===== src/hw/rtl/hmdd_pkg.sv =====
// ----------------------------------------------------------------------------
// hmdd_pkg
// Shared constants, types and register codes of the heightmap delta decoder.
// ----------------------------------------------------------------------------
package hmdd_pkg;

	localparam int GRID_POINTS = 33;
	localparam int QUAD_POINTS = 17;
	localparam int QUAD_HALF   = QUAD_POINTS - 1;
	localparam int CNT_W       = $clog2(GRID_POINTS);
	localparam int NUM_QUADS   = 4;
	localparam int QUAD_W      = 2;
	localparam int VIDX_W      = 9;
	localparam int HEIGHT_FRAC = 8;

	localparam int QUEUE_DEPTH = 4;
	localparam int QPTR_W      = $clog2(QUEUE_DEPTH);
	localparam int QCNT_W      = $clog2(QUEUE_DEPTH + 1);

	localparam int CFG_IDX_W   = 3;
	localparam int CFG_DATA_W  = 16;
	localparam int BASE_W      = 25;
	localparam int OFF_W       = CNT_W + 12;

	localparam logic [15:0] CELL_SIZE_RST    = 16'd4096;
	localparam logic [11:0] GRID_STEP_RST    = 12'd128;
	localparam logic [15:0] HEIGHT_SCALE_RST = 16'd2048;

	typedef enum logic [CFG_IDX_W-1:0] {
		CFG_TILE_X       = 3'd0,
		CFG_TILE_Y       = 3'd1,
		CFG_CELL_SIZE    = 3'd2,
		CFG_GRID_STEP    = 3'd3,
		CFG_HEIGHT_SCALE = 3'd4
	} cfg_idx_t;

	typedef struct packed {
		logic [CNT_W-1:0] row;
		logic [CNT_W-1:0] col;
		logic signed [31:0] acc;
	} entry_t;

	typedef struct packed {
		logic signed [BASE_W-1:0] base_x;
		logic signed [BASE_W-1:0] base_y;
		logic [11:0] grid_step;
		logic [15:0] height_scale;
	} cfg_t;

endpackage


===== src/hw/rtl/hmdd_in_if.sv =====
// ----------------------------------------------------------------------------
// hmdd_in_if
// Input channel: one signed height delta per grid point plus tile base.
// ----------------------------------------------------------------------------
interface hmdd_in_if;
	logic valid;
	logic ready;
	logic signed [7:0] delta;
	logic signed [31:0] base_offset;

	modport source(output valid, delta, base_offset, input ready);
	modport sink(input valid, delta, base_offset, output ready);
endinterface


===== src/hw/rtl/hmdd_out_if.sv =====
// ----------------------------------------------------------------------------
// hmdd_out_if
// Result channel: one vertex of one quadrant per beat.
// ----------------------------------------------------------------------------
interface hmdd_out_if;
	logic valid;
	logic ready;
	logic [1:0] quadrant;
	logic [8:0] vertex_index;
	logic signed [31:0] pos_x;
	logic signed [31:0] pos_y;
	logic signed [47:0] height;
	logic last;

	modport source(output valid, quadrant, vertex_index, pos_x, pos_y, height, last,
		input ready);
	modport sink(input valid, quadrant, vertex_index, pos_x, pos_y, height, last,
		output ready);
endinterface


===== src/hw/rtl/hmdd_front.sv =====
// ----------------------------------------------------------------------------
// hmdd_front
// Accepts delta beats, tracks row and column, rebuilds the saturating height.
// ----------------------------------------------------------------------------
module hmdd_front (
	input  logic            clk,
	input  logic            arst_n,
	hmdd_in_if.sink         item,
	input  logic            q_full,
	output logic            q_push,
	output hmdd_pkg::entry_t q_entry
);

	logic [hmdd_pkg::CNT_W-1:0] row_q;
	logic [hmdd_pkg::CNT_W-1:0] col_q;
	logic signed [31:0] row_start_q;
	logic signed [31:0] running_q;
	logic signed [31:0] row_start_n;
	logic signed [31:0] acc_n;
	logic signed [16:0] step;

	function automatic logic signed [31:0] sat_add(logic signed [31:0] a,
		logic signed [16:0] b);
		logic signed [32:0] s;
		s = 33'(a) + 33'(b);
		if (s[32] != s[31]) begin
			sat_add = s[32] ? 32'sh8000_0000 : 32'sh7fff_ffff;
		end else begin
			sat_add = s[31:0];
		end
	endfunction

	assign item.ready = !q_full;
	assign q_push     = item.valid && !q_full;
	assign step       = 17'($signed({item.delta, 8'b0}));

	always_comb begin
		row_start_n = row_start_q;
		acc_n       = sat_add(running_q, step);
		if (col_q == '0) begin
			if (row_q == '0) begin
				row_start_n = item.base_offset;
			end else begin
				row_start_n = sat_add(row_start_q, step);
			end
			acc_n = row_start_n;
		end
	end

	assign q_entry.row = row_q;
	assign q_entry.col = col_q;
	assign q_entry.acc = acc_n;

	always_ff @(posedge clk or negedge arst_n) begin
		if (!arst_n) begin
			row_q       <= '0;
			col_q       <= '0;
			row_start_q <= '0;
			running_q   <= '0;
		end else if (q_push) begin
			row_start_q <= row_start_n;
			running_q   <= acc_n;
			if (col_q == hmdd_pkg::CNT_W'(hmdd_pkg::GRID_POINTS - 1)) begin
				col_q <= '0;
				if (row_q == hmdd_pkg::CNT_W'(hmdd_pkg::GRID_POINTS - 1)) begin
					row_q <= '0;
				end else begin
					row_q <= row_q + 1'b1;
				end
			end else begin
				col_q <= col_q + 1'b1;
			end
		end
	end

endmodule


===== src/hw/rtl/hmdd_queue.sv =====
// ----------------------------------------------------------------------------
// hmdd_queue
// Short entry queue between the front and the back.
// ----------------------------------------------------------------------------
module hmdd_queue (
	input  logic             clk,
	input  logic             arst_n,
	input  logic             push,
	input  hmdd_pkg::entry_t wr_entry,
	input  logic             pop,
	output logic             full,
	output logic             valid,
	output hmdd_pkg::entry_t rd_entry
);

	hmdd_pkg::entry_t mem_q [hmdd_pkg::QUEUE_DEPTH];
	logic [hmdd_pkg::QPTR_W-1:0] wr_ptr_q;
	logic [hmdd_pkg::QPTR_W-1:0] rd_ptr_q;
	logic [hmdd_pkg::QCNT_W-1:0] count_q;
	logic do_push;
	logic do_pop;

	assign full     = count_q == hmdd_pkg::QCNT_W'(hmdd_pkg::QUEUE_DEPTH);
	assign valid    = count_q != '0;
	assign rd_entry = mem_q[rd_ptr_q];
	assign do_push  = push && !full;
	assign do_pop   = pop && valid;

	always_ff @(posedge clk) begin
		if (do_push) begin
			mem_q[wr_ptr_q] <= wr_entry;
		end
	end

	always_ff @(posedge clk or negedge arst_n) begin
		if (!arst_n) begin
			wr_ptr_q <= '0;
			rd_ptr_q <= '0;
			count_q  <= '0;
		end else begin
			if (do_push) begin
				wr_ptr_q <= (wr_ptr_q == hmdd_pkg::QPTR_W'(hmdd_pkg::QUEUE_DEPTH - 1)) ?
					'0 : wr_ptr_q + 1'b1;
			end
			if (do_pop) begin
				rd_ptr_q <= (rd_ptr_q == hmdd_pkg::QPTR_W'(hmdd_pkg::QUEUE_DEPTH - 1)) ?
					'0 : rd_ptr_q + 1'b1;
			end
			if (do_push && !do_pop) begin
				count_q <= count_q + 1'b1;
			end else if (do_pop && !do_push) begin
				count_q <= count_q - 1'b1;
			end
		end
	end

endmodule


===== src/hw/rtl/hmdd_back.sv =====
// ----------------------------------------------------------------------------
// hmdd_back
// Scales position and height, then emits one beat per containing quadrant.
// ----------------------------------------------------------------------------
module hmdd_back (
	input  logic             clk,
	input  logic             arst_n,
	input  hmdd_pkg::cfg_t   cfg,
	input  logic             q_valid,
	input  hmdd_pkg::entry_t q_entry,
	output logic             q_pop,
	hmdd_out_if.source       result
);

	localparam int NQ = hmdd_pkg::NUM_QUADS;

	logic valid_s1;
	logic [hmdd_pkg::OFF_W-1:0] offx_s1;
	logic [hmdd_pkg::OFF_W-1:0] offy_s1;
	logic signed [47:0] prod_s1;
	logic [NQ-1:0] mask_s1;
	logic [hmdd_pkg::VIDX_W-1:0] vidx_s1 [NQ];

	logic valid_s2;
	logic [NQ-1:0] mask_s2;
	logic [hmdd_pkg::VIDX_W-1:0] vidx_s2 [NQ];
	logic [31:0] px_s2;
	logic [31:0] py_s2;
	logic signed [47:0] h_s2;

	logic [NQ-1:0] mask_n;
	logic [hmdd_pkg::VIDX_W-1:0] vidx_n [NQ];
	logic [hmdd_pkg::CNT_W-1:0] r0;
	logic [hmdd_pkg::CNT_W-1:0] c0;
	logic [hmdd_pkg::CNT_W-1:0] lr;
	logic [hmdd_pkg::CNT_W-1:0] lc;
	logic signed [48:0] prod_full;
	logic [hmdd_pkg::QUAD_W-1:0] cur_q;
	logic [NQ-1:0] mask_rest;
	logic out_fire;
	logic s2_free;
	logic s1_take;

	// quadrant membership and local vertex index
	always_comb begin
		r0 = '0;
		c0 = '0;
		lr = '0;
		lc = '0;
		for (int q = 0; q < NQ; q++) begin
			r0 = ((q / 2) % 2 == 1) ? hmdd_pkg::CNT_W'(hmdd_pkg::QUAD_HALF) : '0;
			c0 = (q % 2 == 1) ? hmdd_pkg::CNT_W'(hmdd_pkg::QUAD_HALF) : '0;
			lr = q_entry.row - r0;
			lc = q_entry.col - c0;
			mask_n[q] = (q_entry.row >= r0) && (lr < hmdd_pkg::CNT_W'(hmdd_pkg::QUAD_POINTS)) &&
				(q_entry.col >= c0) && (lc < hmdd_pkg::CNT_W'(hmdd_pkg::QUAD_POINTS));
			vidx_n[q] = hmdd_pkg::VIDX_W'(lr) * hmdd_pkg::VIDX_W'(hmdd_pkg::QUAD_POINTS) +
				hmdd_pkg::VIDX_W'(lc);
		end
	end

	assign prod_full = 49'(q_entry.acc) * 49'($signed({1'b0, cfg.height_scale}));

	always_comb begin
		cur_q = '0;
		for (int q = NQ - 1; q >= 0; q--) begin
			if (mask_s2[q]) begin
				cur_q = hmdd_pkg::QUAD_W'(q);
			end
		end
	end

	assign mask_rest = mask_s2 & (mask_s2 - NQ'(1));
	assign out_fire  = valid_s2 && result.ready;
	assign s2_free   = !valid_s2 || (out_fire && (mask_rest == '0));
	assign s1_take   = !valid_s1 || s2_free;
	assign q_pop     = q_valid && s1_take;

	assign result.valid        = valid_s2;
	assign result.quadrant     = cur_q;
	assign result.vertex_index = vidx_s2[cur_q];
	assign result.pos_x        = px_s2;
	assign result.pos_y        = py_s2;
	assign result.height       = h_s2;
	assign result.last         = mask_rest == '0;

	always_ff @(posedge clk) begin
		if (q_pop) begin
			offx_s1 <= hmdd_pkg::OFF_W'(q_entry.col) * hmdd_pkg::OFF_W'(cfg.grid_step);
			offy_s1 <= hmdd_pkg::OFF_W'(q_entry.row) * hmdd_pkg::OFF_W'(cfg.grid_step);
			prod_s1 <= prod_full[47:0];
			mask_s1 <= mask_n;
			vidx_s1 <= vidx_n;
		end
		if (valid_s1 && s2_free) begin
			px_s2   <= 32'(cfg.base_x) + 32'(offx_s1);
			py_s2   <= 32'(cfg.base_y) + 32'(offy_s1);
			h_s2    <= prod_s1 >>> hmdd_pkg::HEIGHT_FRAC;
			vidx_s2 <= vidx_s1;
		end
	end

	always_ff @(posedge clk or negedge arst_n) begin
		if (!arst_n) begin
			valid_s1 <= 1'b0;
			valid_s2 <= 1'b0;
			mask_s2  <= '0;
		end else begin
			if (s1_take) begin
				valid_s1 <= q_valid;
			end
			if (valid_s1 && s2_free) begin
				valid_s2 <= mask_s1 != '0;
				mask_s2  <= mask_s1;
			end else if (out_fire) begin
				mask_s2  <= mask_rest;
				valid_s2 <= mask_rest != '0;
			end
		end
	end

endmodule


===== src/hw/rtl/heightmap_delta_decode_split_unit.sv =====
// ----------------------------------------------------------------------------
// heightmap_delta_decode_split_unit
// Rebuilds a delta coded height tile and splits it into four quadrants.
// ----------------------------------------------------------------------------
// path: a taken input beat passes the queue, scaling stage and output stage
// throughput: one input beat per cycle while the queue is not full; one result
//   beat per cycle while ready, two for a point on a shared edge, four for the
//   centre (1156 per 1089-point tile), the 4-entry queue absorbing the stall
// reset: row/column counters and heights clear, queue and stages empty,
//   registers take their default values
module heightmap_delta_decode_split_unit (
	input  logic                            clk,
	input  logic                            arst_n,
	hmdd_in_if.sink                         item,
	hmdd_out_if.source                      result,
	input  logic                            cfg_we,
	input  logic [hmdd_pkg::CFG_IDX_W-1:0]  cfg_index,
	input  logic [hmdd_pkg::CFG_DATA_W-1:0] cfg_wdata
);

	logic signed [7:0] tile_x_q;
	logic signed [7:0] tile_y_q;
	logic [15:0] cell_size_q;
	logic [11:0] grid_step_q;
	logic [15:0] height_scale_q;
	logic signed [hmdd_pkg::BASE_W-1:0] base_x_q;
	logic signed [hmdd_pkg::BASE_W-1:0] base_y_q;
	hmdd_pkg::cfg_t cfg;

	logic q_full;
	logic q_push;
	logic q_pop;
	logic q_valid;
	hmdd_pkg::entry_t wr_entry;
	hmdd_pkg::entry_t rd_entry;

	always_ff @(posedge clk or negedge arst_n) begin
		if (!arst_n) begin
			tile_x_q       <= '0;
			tile_y_q       <= '0;
			cell_size_q    <= hmdd_pkg::CELL_SIZE_RST;
			grid_step_q    <= hmdd_pkg::GRID_STEP_RST;
			height_scale_q <= hmdd_pkg::HEIGHT_SCALE_RST;
		end else if (cfg_we) begin
			unique case (cfg_index)
				hmdd_pkg::CFG_TILE_X:       tile_x_q       <= cfg_wdata[7:0];
				hmdd_pkg::CFG_TILE_Y:       tile_y_q       <= cfg_wdata[7:0];
				hmdd_pkg::CFG_CELL_SIZE:    cell_size_q    <= cfg_wdata[15:0];
				hmdd_pkg::CFG_GRID_STEP:    grid_step_q    <= cfg_wdata[11:0];
				hmdd_pkg::CFG_HEIGHT_SCALE: height_scale_q <= cfg_wdata[15:0];
				default: ;
			endcase
		end
	end

	// tile origin, refreshed every cycle from the registers
	always_ff @(posedge clk or negedge arst_n) begin
		if (!arst_n) begin
			base_x_q <= '0;
			base_y_q <= '0;
		end else begin
			base_x_q <= hmdd_pkg::BASE_W'(tile_x_q) *
				hmdd_pkg::BASE_W'($signed({1'b0, cell_size_q}));
			base_y_q <= hmdd_pkg::BASE_W'(tile_y_q) *
				hmdd_pkg::BASE_W'($signed({1'b0, cell_size_q}));
		end
	end

	assign cfg.base_x       = base_x_q;
	assign cfg.base_y       = base_y_q;
	assign cfg.grid_step    = grid_step_q;
	assign cfg.height_scale = height_scale_q;

	hmdd_front u_front (
		.clk     (clk),
		.arst_n  (arst_n),
		.item    (item),
		.q_full  (q_full),
		.q_push  (q_push),
		.q_entry (wr_entry)
	);

	hmdd_queue u_queue (
		.clk      (clk),
		.arst_n   (arst_n),
		.push     (q_push),
		.wr_entry (wr_entry),
		.pop      (q_pop),
		.full     (q_full),
		.valid    (q_valid),
		.rd_entry (rd_entry)
	);

	hmdd_back u_back (
		.clk     (clk),
		.arst_n  (arst_n),
		.cfg     (cfg),
		.q_valid (q_valid),
		.q_entry (rd_entry),
		.q_pop   (q_pop),
		.result  (result)
	);

	a_quad_ascending: assert property (@(posedge clk) disable iff (!arst_n)
		result.valid && result.ready && !result.last |=>
			result.valid && (result.quadrant > $past(result.quadrant)))
		else $error("quadrants of one point out of order");

	a_vidx_range: assert property (@(posedge clk) disable iff (!arst_n)
		result.valid |-> result.vertex_index <
			hmdd_pkg::VIDX_W'(hmdd_pkg::QUAD_POINTS * hmdd_pkg::QUAD_POINTS))
		else $error("vertex index outside quadrant");

	a_ready_drop: assert property (@(posedge clk) disable iff (!arst_n)
		$fell(item.ready) |-> $past(item.valid))
		else $error("queue filled without an input beat");

endmodule

===== src/flat_wrapper.sv =====
// flat-port wrapper written by rule: the top's interface ports become plain ports
module heightmap_delta_decode_split_unit_flat 
  (clk, arst_n, cfg_we, cfg_index, cfg_wdata, item_valid, item_delta, item_base_offset, item_ready, result_valid, result_quadrant, result_vertex_index, result_pos_x, result_pos_y, result_height, result_last, result_ready);
  hmdd_in_if item_i ();
  hmdd_out_if result_i ();
  input  logic clk;
  input  logic arst_n;
  input  logic cfg_we;
  input  logic [hmdd_pkg::CFG_IDX_W-1:0] cfg_index;
  input  logic [hmdd_pkg::CFG_DATA_W-1:0] cfg_wdata;
  input wire logic [$bits(item_i.valid)-1:0] item_valid;
  input wire logic [$bits(item_i.delta)-1:0] item_delta;
  input wire logic [$bits(item_i.base_offset)-1:0] item_base_offset;
  output wire logic [$bits(item_i.ready)-1:0] item_ready;
  output wire logic [$bits(result_i.valid)-1:0] result_valid;
  output wire logic [$bits(result_i.quadrant)-1:0] result_quadrant;
  output wire logic [$bits(result_i.vertex_index)-1:0] result_vertex_index;
  output wire logic [$bits(result_i.pos_x)-1:0] result_pos_x;
  output wire logic [$bits(result_i.pos_y)-1:0] result_pos_y;
  output wire logic [$bits(result_i.height)-1:0] result_height;
  output wire logic [$bits(result_i.last)-1:0] result_last;
  input wire logic [$bits(result_i.ready)-1:0] result_ready;
  assign item_i.valid = item_valid;
  assign item_i.delta = item_delta;
  assign item_i.base_offset = item_base_offset;
  assign item_ready = item_i.ready;
  assign result_valid = result_i.valid;
  assign result_quadrant = result_i.quadrant;
  assign result_vertex_index = result_i.vertex_index;
  assign result_pos_x = result_i.pos_x;
  assign result_pos_y = result_i.pos_y;
  assign result_height = result_i.height;
  assign result_last = result_i.last;
  assign result_i.ready = result_ready;
  heightmap_delta_decode_split_unit u_core (.clk(clk), .arst_n(arst_n), .item(item_i), .result(result_i), .cfg_we(cfg_we), .cfg_index(cfg_index), .cfg_wdata(cfg_wdata));
endmodule

===== config.mk =====
export PLATFORM = sky130hd
export DESIGN_NAME = heightmap_delta_decode_split_unit_flat
export DESIGN_NICKNAME = d
export VERILOG_FILES = /design/src/hw/rtl/hmdd_pkg.sv /design/src/hw/rtl/hmdd_in_if.sv /design/src/hw/rtl/hmdd_out_if.sv /design/src/hw/rtl/hmdd_front.sv /design/src/hw/rtl/hmdd_queue.sv /design/src/hw/rtl/hmdd_back.sv /design/src/hw/rtl/heightmap_delta_decode_split_unit.sv /design/src/flat_wrapper.sv
export SDC_FILE = /design/constraint.sdc
export NUM_CORES = 2
export LEC_CHECK = 0
export ABC_CLOCK_PERIOD_IN_PS = 9100
export BUFFER_PORTS_ARGS = -buffer_cell sky130_fd_sc_hd__buf_4
export CAP_MARGIN = 20
export CELL_PAD_IN_SITES_DETAIL_PLACEMENT = 1
export CELL_PAD_IN_SITES_GLOBAL_PLACEMENT = 1
export CORE_MARGIN = 10
export CORE_UTILIZATION = 35
export DETAILED_ROUTE_END_ITERATION = 6
export PLACE_DENSITY = 0.63
export SETUP_SLACK_MARGIN = 0.15
export SLEW_MARGIN = 15
export SYNTH_ARGS = -nofsm -noshare
export SYNTH_HDL_FRONTEND = slang
export SYNTH_HIERARCHICAL = 1
export SYNTH_SLANG_ARGS = --single-unit

===== constraint.sdc =====
create_clock -name clk -period 9.1 [get_ports clk]
set_clock_uncertainty 0.2 [all_clocks]
set_input_delay 0.455 -clock clk [delete_from_list [all_inputs] [get_ports clk]]
set_output_delay 0.455 -clock clk [all_outputs]
set_load 0.05 [all_outputs]

==> results list <==
- Total congestion overflow after global routing: 0
- Vertical extent of the die: 427.2 um
* Avg Synthesized Cell Area: 10.46 um2
* Worst setup timing slack at the placement stage: 1004 ps
- Detailed router's first-iteration violation count: 1790
- The flow ran to the end, and the final reports show no timing, DRC or antenna violations.
* Worst hold start: item_base_offset[6]
* Slew @ Worst Pin: 1034 ps
* Peak Freq: 124.9 MHz
* Sum of routed wire length over all layers: 158.0 mm
* Fin. max-slew vios: 0
- Port buffering added 189 buffers.
* Routed vias/inst: 4.985
- Crit start category: flip-flop
- Sequential element share of the synthesized area: 29.07%
* Cell area after layout: 64440 um2
- The detailed router placed 39380 vias in this run.
- Number of clock buffers inserted by TritonCTS: 72
* Max incr delay on CP: 790 ps
- Across all register-to-register paths, the minimum setup slack is 1090 ps.
- After detailed routing, the number of remaining DRC violations is 0.
- The clock tree synthesis step divided the H-tree into 3 levels.
- Critical Setup Path Class: reg2reg
- Destination of the worst register-to-register timing path: u_core/u_back/prod_s1[46]$_DFFE_PP_
- Syn. warnings: 6
* Number of buffers on the longest clock path: 3
- Critical R2R Launch: u_core/u_queue/rd_ptr_q[0]$_DFFE_PN0P_
- After technology mapping, the gate count stands at 5548.
- Synthesized area: 58040 um2
- Gates resized during post-CTS repair numbered 0.
* Critical path data arrival time: 8190 ps
- Core box area: 165000 um2
- Overall die area: 182500 um2
- Number of cells after detailed placement: 7730
- STA puts the critical path data required time at 9280 ps.
- For this run, the detailed router's first-pass iteration total came to 5.
- Placement-stage cell area: 61500 um2
- Reg2reg path depth: 20
- HPWL after detailed placement: 122.6 mm
- Prevailing post-synth register cell: edfxtp_1
* Total setup violations reported at the end of the flow: 0
- Top cell by count, worst path: fa_1
- Measured against its own limit, the worst slew margin works out to 31.07%.
* #FFs+latches synth: 595
* Antenna violations before repair: 13
- Clock root buffer: clkbuf_16
- Counting instances, the worst hold path has a depth of 5.
* Unrepaired setup endpoints after global routing: false
- For hold timing, the worst endpoint is u_core/u_front/row_start_q[6]$_DFFE_PN0P_.
- Ratio of cells with drive above 1 in the final layout: 9.744%
- The floorplan has 149 rows.
* Number of nets in the synthesized netlist: 6756
- For the final routed database, the setup TNS stands at 0 ps.
- EDFF count, synth: 396
- Largest fanout on the critical path: 18
- The smallest clock period supported by the final layout is computed as 8009 ps.
- Of the available clock period, the critical path in the final layout requires 88.01%.
* X dimension of the die: 427.2 um
- In the final routed layout, each cell accounts on average for 20.00 um.
* Wire length of the first global-routing pass: 255.0 mm
* Aggregate global-route resource usage: 17.75%
* Slowest stage cell on the critical path: dfrtp_2
- Register clock-pin slew on the reported worst setup and hold paths: 60 ps
- The count of nets left with antenna violations once routing finished came out at 0.
* Initial core utilization: 35.18%
- TritonCTS built the clock tree.
- Count of cell types in the netlist: 120
- Across the run, the number of max-cap violations was 0.
- Maximum number of pins on one net before global-route repair: 111
- The min-delay analysis places its worst path in the category in2reg.
- STA classifies the critical path endpoint as a flip-flop.
- Clock sinks: 595
- In this run the count of I/O pins placed on the die edge is 190.
* Number of nets in the finished design: 6855
* Hold Vio Cnt, Final: 0
- Compared with the post-synthesis result, the final layout area differs by 11.03%.
- For this run, asynchronously set or reset flops after synthesis account for 33.45%.
* Final setup margin: 1091 ps
- For the worst-skew pair, the clock arrives at the later sink with an insertion delay of 690 ps.
* Cell-by-cell trace of the critical path: buf_4, mux4_2, nand2_1, fa_1, fa_1, inv_1, fa_1, fa_1, fa_1, inv_1, fa_1, inv_1, ha_1, a21oi_1, nor2_1, nor2_1, inv_1, nor4b_1, a2111oi_0, o211ai_1
- Via count of the first global-routing pass: 44520
- The count of cells in the finished layout, fillers not included, comes to 7900.
- Final weighted congestion of routability-driven global placement: 0.8045
[worst max path at each step]
stage                                                endpoint  depth (start not counted)                              startpoint  slack [ps]
after detailed placement  u_core/u_back/prod_s1[45]$_DFFE_PP_                         21  u_core/u_queue/rd_ptr_q[0]$_DFFE_PN0P_        1000
after global placement    u_core/u_back/prod_s1[45]$_DFFE_PP_                         21  u_core/u_queue/rd_ptr_q[0]$_DFFE_PN0P_        1110
after CTS                 u_core/u_back/prod_s1[45]$_DFFE_PP_                         21  u_core/u_queue/rd_ptr_q[0]$_DFFE_PN0P_        1010
after global routing      u_core/u_back/prod_s1[45]$_DFFE_PP_                         21  u_core/u_queue/rd_ptr_q[0]$_DFFE_PN0P_         630
final                     u_core/u_back/prod_s1[46]$_DFFE_PP_                         20  u_core/u_queue/rd_ptr_q[0]$_DFFE_PN0P_        1090
after floorplan           u_core/u_back/prod_s1[45]$_DFFE_PP_                         24  u_core/u_queue/rd_ptr_q[0]$_DFFE_PN0P_        1880
[through the flow]
stage          util [%]  hold WS [ps]
5_1_grt           39.06         66.05
3_3_place_gp      37.27         200.7
6_report          39.06         50.75
4_1_cts           39.03         16.07
2_1_floorplan         -        -40.59
3_5_place_dp      37.27         205.2
[worst max-delay path, delay by kind of cell, from the launching register on]
kind	cells	cell delay [ps]
mux	1	750
fa+ha+maj	7	3530
simple gates	4	470
buf+inv	5	940
flops	1	790
compound gates	3	1000
[synth_stat cells, drive strengths merged, types with 7 or more instances]
| master | n | area [um2] |
|---|---|---|
| buf | 61 | 430.4 |
| nor2b | 30 | 190.2 |
| o31ai | 15 | 136.4 |
| o22ai | 15 | 113.9 |
| o31a | 7 | 78.82 |
| mux4 | 49 | 1126 |
| a31oi | 29 | 193.9 |
| o21bai | 22 | 165.2 |
| mux2 | 69 | 777.0 |
| xnor2 | 148 | 1323 |
| o21ai | 113 | 580.6 |
| a211o | 8 | 70.07 |
| o21a | 24 | 180.2 |
| o211ai | 39 | 292.8 |
| nand3 | 40 | 215.2 |
| a31o | 8 | 70.07 |
| a211oi | 34 | 275.3 |
| and2 | 464 | 2905 |
| or4 | 8 | 63.81 |
| ha | 402 | 5030 |
| xor2 | 66 | 578.1 |
| inv | 960 | 3603 |
| nor3 | 48 | 245.2 |
| fa | 742 | 14850 |
| a21oi | 175 | 905.9 |
| or3 | 14 | 92.59 |
| nor4 | 8 | 50.05 |
| a2111oi | 9 | 105.1 |
| edfxtp | 396 | 11890 |
| a221oi | 9 | 115.1 |
| nor4b | 9 | 85.08 |
| nand2 | 630 | 2375 |
| nand2b | 33 | 206.5 |
| o2111ai | 8 | 70.07 |
| nand4 | 22 | 143.9 |
| a21boi | 21 | 183.9 |
| clkbuf | 179 | 671.9 |
| a21o | 66 | 495.5 |
| and3 | 30 | 187.7 |
| nor2 | 228 | 860.8 |
| a41oi | 23 | 284.0 |
| dfrtp | 196 | 4905 |
[registers in the layout, indices dropped and copies added (netlist names), 3 cells and up]
name	flops
u_core/u_queue/mem_q	176
u_core/u_back/result.pos_x	26
u_core/u_back/vidx_s1	24
u_core/u_front/col_q	6
u_core/grid_step_q	12
u_core/u_front/running_q	32
u_core/u_back/result.pos_y	26
u_core/u_front/row_start_q	32
u_core/base_x_q	25
u_core/u_back/vidx_s2	24
u_core/u_back/offx_s1	18
u_core/height_scale_q	16
u_core/u_back/result.height	40
u_core/u_back/mask_s1	4
u_core/base_y_q	25
u_core/cell_size_q	16
u_core/u_front/row_q	6
u_core/u_queue/count_q	3
u_core/u_back/mask_s2	4
u_core/u_back/offy_s1	18
u_core/tile_x_q	8
u_core/tile_y_q	8
u_core/u_back/prod_s1	40
[cells in the final DEF, fill, tap and decap left out, types with 37 or more instances in the layout]
cell type  Yosys  layout
ha_1         402     402
mux2_2        67      67
o211ai_1      39      39
nand3_1       37      37
nor2_1       226     224
o21ai_0       92      92
inv_1        960     960
a21o_1        66      66
dfrtp_1      196     194
a21oi_1      167     167
clkbuf_16      0      75
fa_1         742     742
xnor2_1      146     146
nor3_1        47      47
xor2_1        66      66
and2_1       463     459
edfxtp_1     396     396
nand2_1      628     628
buf_4         23     231
mux4_2        43      43
[per-layer routing]
metal	part of all wire (%)	track usage (%)	wire length, um
met1	43	22.54	68570
met5	0.022	0	34
met3	3.3	2.164	5198
met4	4.1	7.214	6547
met2	49	30.60	77640
[what timing repair did]
item                      CTS  global route
buffers inserted            0             0
hold endpoints to repair  153             0
hold buffers               29             0
[cell families after synthesis]
family	count (synthesis)	share of synthesized area, %
mux	124	3.404
compound gates	672	8.248
buf+inv	1201	8.114
simple gates	1596	13.60
xor+xnor	214	3.274
fa+ha+maj	1146	34.29
flops	595	29.07
[layout make-up]
cell class | instances | area, um2
fillers | 18220 | 100500
multi-input cells | 3752 | 36510
diodes | 5 | 12.51
flip-flops and latches | 595 | 16880
well taps | 2189 | 2739
clock buffers | 94 | 1988
repair buffers | 265 | 2101
inverters | 961 | 3607
clock inverters | 39 | 613.1
Power is not shown: default switching activity piles up to over one toggle a cycle in this logic, so the estimate is an artifact.
